$ cat src/rtl/asp_pkg.sv
// shared constants and types for the antialiased segment plotter
// no dependencies
package asp_pkg;
    localparam int MAX_WIDTH  = 512;
    localparam int MAX_HEIGHT = 512;
    localparam int FRAC_BITS  = 4;
    localparam int DIR_BITS   = 15;
    localparam int POS_BITS   = FRAC_BITS + DIR_BITS;
    localparam int STORE_SIZE = MAX_WIDTH * MAX_HEIGHT;
    localparam int ADDR_W     = $clog2(STORE_SIZE);
    localparam int COORD_W    = 14;
    localparam int DIM_W      = 10;

    typedef enum logic [1:0] {
        OP_CLEAR = 2'd0,
        OP_DRAW  = 2'd1,
        OP_READ  = 2'd2,
        OP_NONE  = 2'd3
    } t_op;

    localparam logic CFG_WIDTH  = 1'b0;
    localparam logic CFG_HEIGHT = 1'b1;
endpackage

$ cat src/rtl/asp_divider.sv
// restoring divider, one quotient bit per cycle, signed dividend magnitude
// depends on asp_pkg
module asp_divider (
    input  logic        i_clk,
    input  logic        i_rst_n,
    input  logic        i_start,
    input  logic [30:0] i_num,
    input  logic [15:0] i_den,
    output logic        o_done,
    output logic [30:0] o_quot
);
    import asp_pkg::*;
    logic [30:0] r_q, n_q;
    logic [16:0] r_rem, n_rem;
    logic [4:0]  r_cnt, n_cnt;
    logic        r_busy, n_busy, r_done, n_done;
    logic [16:0] w_trial;

    always_comb begin
        n_q = r_q; n_rem = r_rem; n_cnt = r_cnt; n_busy = r_busy; n_done = 1'b0;
        w_trial = {r_rem[15:0], r_q[30]};
        if (i_start) begin
            n_q = i_num; n_rem = '0; n_cnt = 5'd30; n_busy = 1'b1;
        end else if (r_busy) begin
            if (w_trial >= {1'b0, i_den}) begin
                n_rem = w_trial - {1'b0, i_den};
                n_q = {r_q[29:0], 1'b1};
            end else begin
                n_rem = w_trial;
                n_q = {r_q[29:0], 1'b0};
            end
            if (r_cnt == 5'd0) begin
                n_busy = 1'b0; n_done = 1'b1;
            end else begin
                n_cnt = r_cnt - 5'd1;
            end
        end
    end

    always_ff @(posedge i_clk) begin
        if (!i_rst_n) begin
            r_busy <= 1'b0; r_done <= 1'b0;
        end else begin
            r_busy <= n_busy; r_done <= n_done;
        end
        r_q <= n_q; r_rem <= n_rem; r_cnt <= n_cnt;
    end

    assign o_done = r_done;
    assign o_quot = r_q;
endmodule

$ cat config.mk
export PLATFORM = sky130hd
export DESIGN_NAME = asp_divider
export DESIGN_NICKNAME = d
export VERILOG_FILES = /design/src/rtl/asp_pkg.sv /design/src/rtl/asp_divider.sv
export SDC_FILE = /design/constraint.sdc
export NUM_CORES = 1
export LEC_CHECK = 0
export BUFFER_PORTS_ARGS = -buffer_cell sky130_fd_sc_hd__clkbuf_2
export CAP_MARGIN = 20
export CORE_MARGIN = 2
export CORE_UTILIZATION = 45
export DETAILED_ROUTE_END_ITERATION = 10
export PLACE_DENSITY = 0.72
export SETUP_SLACK_MARGIN = 0.1
export SYNTH_ARGS = -nofsm -noshare
export SYNTH_HDL_FRONTEND = slang
export SYNTH_SLANG_ARGS = --single-unit
$ cat constraint.sdc
create_clock -name i_clk -period 2 [get_ports i_clk]
set_input_delay 0.3 -clock i_clk [delete_from_list [all_inputs] [get_ports i_clk]]
set_output_delay 0.3 -clock i_clk [all_outputs]
set_load 0.05 [all_outputs]
# [Word level (Yosys, flattened, before mapping)]
# Index checks and enable logic that the tools add are counted.
[totals] output_inout_bits=32 in_bits=50 regBits=54
[op_classes] muxes=8 n_reduce_logical=4 add_sub_neg=2 bitwise=3 magnitude_cmp=1
[op_table] cell="$mux W31" count=2
[op_table] cell="$ge A17 B16 Y1" count=1
[op_table] cell="$mux W16" count=1
[op_table] cell="$sub A16 B16 Y16" count=1
[op_table] cell="$logic_not A5 Y1" count=1
[op_table] cell="$mux W1" count=5
[op_table] cell="$sub A5 B1 Y5 const B" count=1
[op_table] cell="$not A1 Y1" count=3
[op_table] cell="$reduce_or A3 Y1" count=1
[op_table] cell="$reduce_and A2 Y1" count=1
[op_table] cell="$reduce_bool A2 Y1" count=1

# [Depth between registers and ports, before layout]
[depth] word_depth=4 depth_mapped=11 mapped_depth_nobuf=10

# [Worst setup path after synthesis]
# No wires, ideal clock.
[synth_path] path_kind="reg-to-reg" start="register r_q[30] (netlist: o_quot[30])" end="register r_rem[10]" setup_time_ns=0.096 path_slack_ns=-0.321 required_time_ns=1.904 t_arrival_ns=2.225 period_less_slack_ns=2.321 n_path_buf=0 path_stages_with_launch=10 cell_sequence="edfxtp_1 > inv_1 > ha_1 > fa_1 > nor2b_1 > o31a_1 > a31oi_1 > nor2b_1 > xor2_1 > o311ai_1"
[synth_between] elab_chain_len=2 word_cells_on_any_way=3 cone_classes="1 x add/sub; 1 x order compare; 1 x mux"
[synth_rtl] item="start, declared" line_no="asp_divider.sv:13" rtl="logic [30:0] r_q, n_q;"
[synth_rtl] item="start signal, assigned" line_no="asp_divider.sv:46" rtl="r_q <= n_q; r_rem <= n_rem; r_cnt <= n_cnt;"
[synth_rtl] item="$sub A16 B16 Y16 / $ge A17 B16 Y1 (equally long branches)" line_no="asp_divider.sv:26, asp_divider.sv:25"
[synth_rtl] item="$mux W16 *" line_no="asp_divider.sv:25" rtl="if (w_trial >= {1'b0, i_den}) begin"
[synth_rtl] item="end signal, assigned" line_no="asp_divider.sv:46"
[synth_rtl] item="end, declared" line_no="asp_divider.sv:14" rtl="logic [16:0] r_rem, n_rem;"
# Mark *: on every way between the ends. The rest lies on a longest branch, timed or not.
# A chain may end at the register's enable or synchronous reset.

# [Worst setup path after layout]
# Same ends and word-level chain as after synthesis.

==> results.md <==
- Status: complete, but fails checks
- Failing checks: setup timing
- Power Density: 632 mW/mm²
- Max Freq: 472 MHz
- Reg clk slew, reported paths: 0.10 ns
- Crit path max fanout: 2
- FF-to-FF End: r_rem[10]$_SDFFE_PP0P_
- Post-synth top flop: edfxtp_1
- Hold-fix buffers at CTS: 0
- Final core utilization: 0.641
- Synth Register Bits: 54
- Actual slew at the worst max-slew pin: 0.506 ns
- RR Startpoint: o_quot[30]$_DFFE_PP_
- Std-Cell Core Area: 0.00676 mm²
- WP data arrival: 2.33 ns
- WP data required: 2.21 ns
- Final worst slack: -0.118 ns
- DR pass1 iterations: 5
- Synth cell types: 50
- Sequential share of the synthesized area: 0.444
- Die Y: 87.5 µm
- Final period util: 1.06
- Hpwl dp: 5540 µm
- Num ports: 82
- Fill count: 557
- Max Cap Violations: 0
- Hold path start: i_rst_n
- First-pass GRT wire length: 10900 µm
- CP Depth: 9
- Buffers & Inverters on Critical Path: 1
- R2R cell count: 9
- Number of global-route vias before repair: 2384
- Critical path class: register to register
- Mean Syn Cell Area: 10.5 µm²
- Slowest cell delay on critical path: 0.39 ns
- Leading area contributor after synthesis: edfxtp_1
- Largest cells by area after synthesis: edfxtp_1 (30%), dfxtp_1 (15%), mux2_2 (11%)
- Crit path cell chain: inv_2 -> ha_4 -> fa_2 -> nor2b_2 -> o31a_1 -> a31oi_2 -> nor2b_1 -> xor2_1 -> o311ai_2
- Rel. slew slack: 0.659
- Hold Crit Class: primary input to register
- Ys Warns: 0
- Setup WS pre-CTS: -0.214 ns
- CP startpoint kind: register
- Fin Hold WS: 0.204 ns
- RePlAce Congestion: 0.846
- Hold Fails Final Rpt: 0
- P_leak: 0.00188 µW
- Row cnt: 30
- R2r setup slk: -0.12 ns
- CP delay by family, top: compound AO/OA/AOI/OAI gates
- N_diodes: 0
- Fraction of layout cells with a size suffix above 1: 0.517
- All-Layer GR Usage: 0.181
- P&R area growth vs syn: 38.0%
- CTS sink count: 54
- Initial Util: 0.464
- Clk_lat worst skew: 0.31 ns
- Worst VDD drop: 0.286 mV
- PortBufs: 81
- Netlist Area Pre-Place: 0.00314 mm²
- Synthesized Nets: 368
- Hold Path Depth: 2
- Post-synth ARST share: 0
- DR WL/cell: 14.4 µm
- RSZ-0062 raised after global routing: yes
- Post-synth top area share: 0.297
- Setup violators final: 15
- Final Skew: 0.00840 ns
- Final ANT Viol Nets: 0
- Post-route cell area: 0.00433 mm²
- CP Capture Type: register
- Chip width: 87.5 µm
- Number of flops mapped to enable cells by yosys: 31
- Residual DRC count: 0
- Min Tclk post-route: 2.12 ns
- CTS tree: built
- Pin count of the biggest net entering global routing: 44
- Via count: 2703
- First-iteration detailed-routing DRC count: 115
- Hold path endpoint: r_busy$_SDFF_PN0_
- Die Area: 0.00765 mm²
- Layout Nets: 496
- Max-slew violation count: 0
- Syn Inst Count: 300
- Grt total ovfl: 0
- Clk root buf: clkbuf_8
- Cts bufs inserted: 5
- Placed cell area: 0.00407 mm²
- Vias per inst: 5.31
- Clock Path Buffers: 2
- Slowest stage cell, crit path: edfxtp_1
- Drt total wl: 7320 µm
- H-tree depth: 2
- Antenna violations before repair: 0
power by group:
part	total [µW]	switching (µW)	leakage [µW]	internal [µW]
logic	805	486	0.00134	319
clock network	603	356	0.0000374	247
registers	1330	54.0	0.000504	1270
layout by cell type (no fill, tap or decap), types with 5 or more instances in the layout:
cell type,instances
mux2_2,30
nand2_1,21
buf_4,48
o21a_1,5
o21ai_0,7
inv_1,20
a21oi_1,15
ha_1,8
xor2_1,5
ha_4,9
edfxtp_1,31
nor2_1,14
clkbuf_8,5
o21ai_1,5
clkbuf_2,81
nand3_1,12
xnor2_1,9
dfxtp_1,15
dfxtp_2,5
cells in the mapped netlist (2+ instances only):
cell type  count
nand2b_1       2
o21ai_0       10
and3_1         2
buf_6          2
nand2_1       23
o21ai_1        5
nand3_1       13
ha_1          17
a32oi_1        5
a211o_1        2
a311oi_2       3
inv_1         22
a21o_1         4
a31oi_1        3
nor2_1        15
a21boi_0       2
o311ai_1       5
buf_2          2
a21oi_1       17
nand2_2        3
edfxtp_1      31
mux2i_1        2
mux2_2        30
xnor2_1        9
nor2b_1        6
clkbuf_1       9
o21a_1         5
o21bai_1       2
dfxtp_1       23
o31ai_1        2
xor2_1         5
routing by layer:
layer / wire [µm] / track usage
met3: 408 / 0.0294
met1: 3390 / 0.246
met5: 0 / 0
met2: 3430 / 0.297
met4: 91 / 0.0545
state kept, by name (all words and copies together) (netlist names):
register	cells
o_done	1
o_quot	31
r_busy	1
r_cnt	5
r_rem	16
worst max-delay path by stage:
stage                         startpoint                endpoint  slack (ns)
floorplan           o_quot[30]$_DFFE_PP_  r_rem[10]$_SDFFE_PP0P_       -0.24
global placement                i_den[7]   r_rem[4]$_SDFFE_PP0P_       -0.13
detailed placement              i_den[7]   r_rem[9]$_SDFFE_PP0P_       -0.21
CTS                 o_quot[30]$_DFFE_PP_  r_rem[14]$_SDFFE_PP0P_       -0.10
global route        o_quot[30]$_DFFE_PP_  r_rem[10]$_SDFFE_PP0P_       -0.23
finish              o_quot[30]$_DFFE_PP_  r_rem[10]$_SDFFE_PP0P_       -0.12
area by class of cell:
| class | count | area, µm² | area share |
|---|---|---|---|
| Clock inverter | 2 | 15.0 | 0.00347 |
| Clock buffer | 6 | 72.6 | 0.0168 |
| Tap cell | 80 | 100 | 0.0231 |
| Inverter | 22 | 86.3 | 0.0199 |
| Multi-Input combinational cell | 211 | 1800 | 0.415 |
| Timing Repair Buffer | 134 | 848 | 0.196 |
| Sequential cell | 54 | 1410 | 0.325 |
kinds of logic (layout without fill, tap and decap cells):
logic type	count (synthesis)	after routing	synth area share
adder cells (fa/ha/maj)	18	18	0.0742
AND/OR/NAND/NOR	75	75	0.120
flip-flops	54	54	0.444
AO/OA/AOI/OAI	72	72	0.162
buffers and inverters	35	164	0.0475
XOR/XNOR	14	14	0.0391
multiplexers	32	32	0.114
repair_timing:
action,CTS,global route
endpoints found under the setup margin,17,17
gates resized for setup,22,12
pin swaps,11,15
setup buffers,3,3
stage by stage:
step	setup TNS, ns	total power (µW)	std cells
after floorplan	-2.05	1880	300
after global placement	-1.87	2110	495
after detailed placement	-2.76	2130	495
after CTS	-0.678	2740	506
after global routing	-2.44	2850	509
final	-0.925	2740	509
No activity file was read; power rests on OpenSTA's default activity.
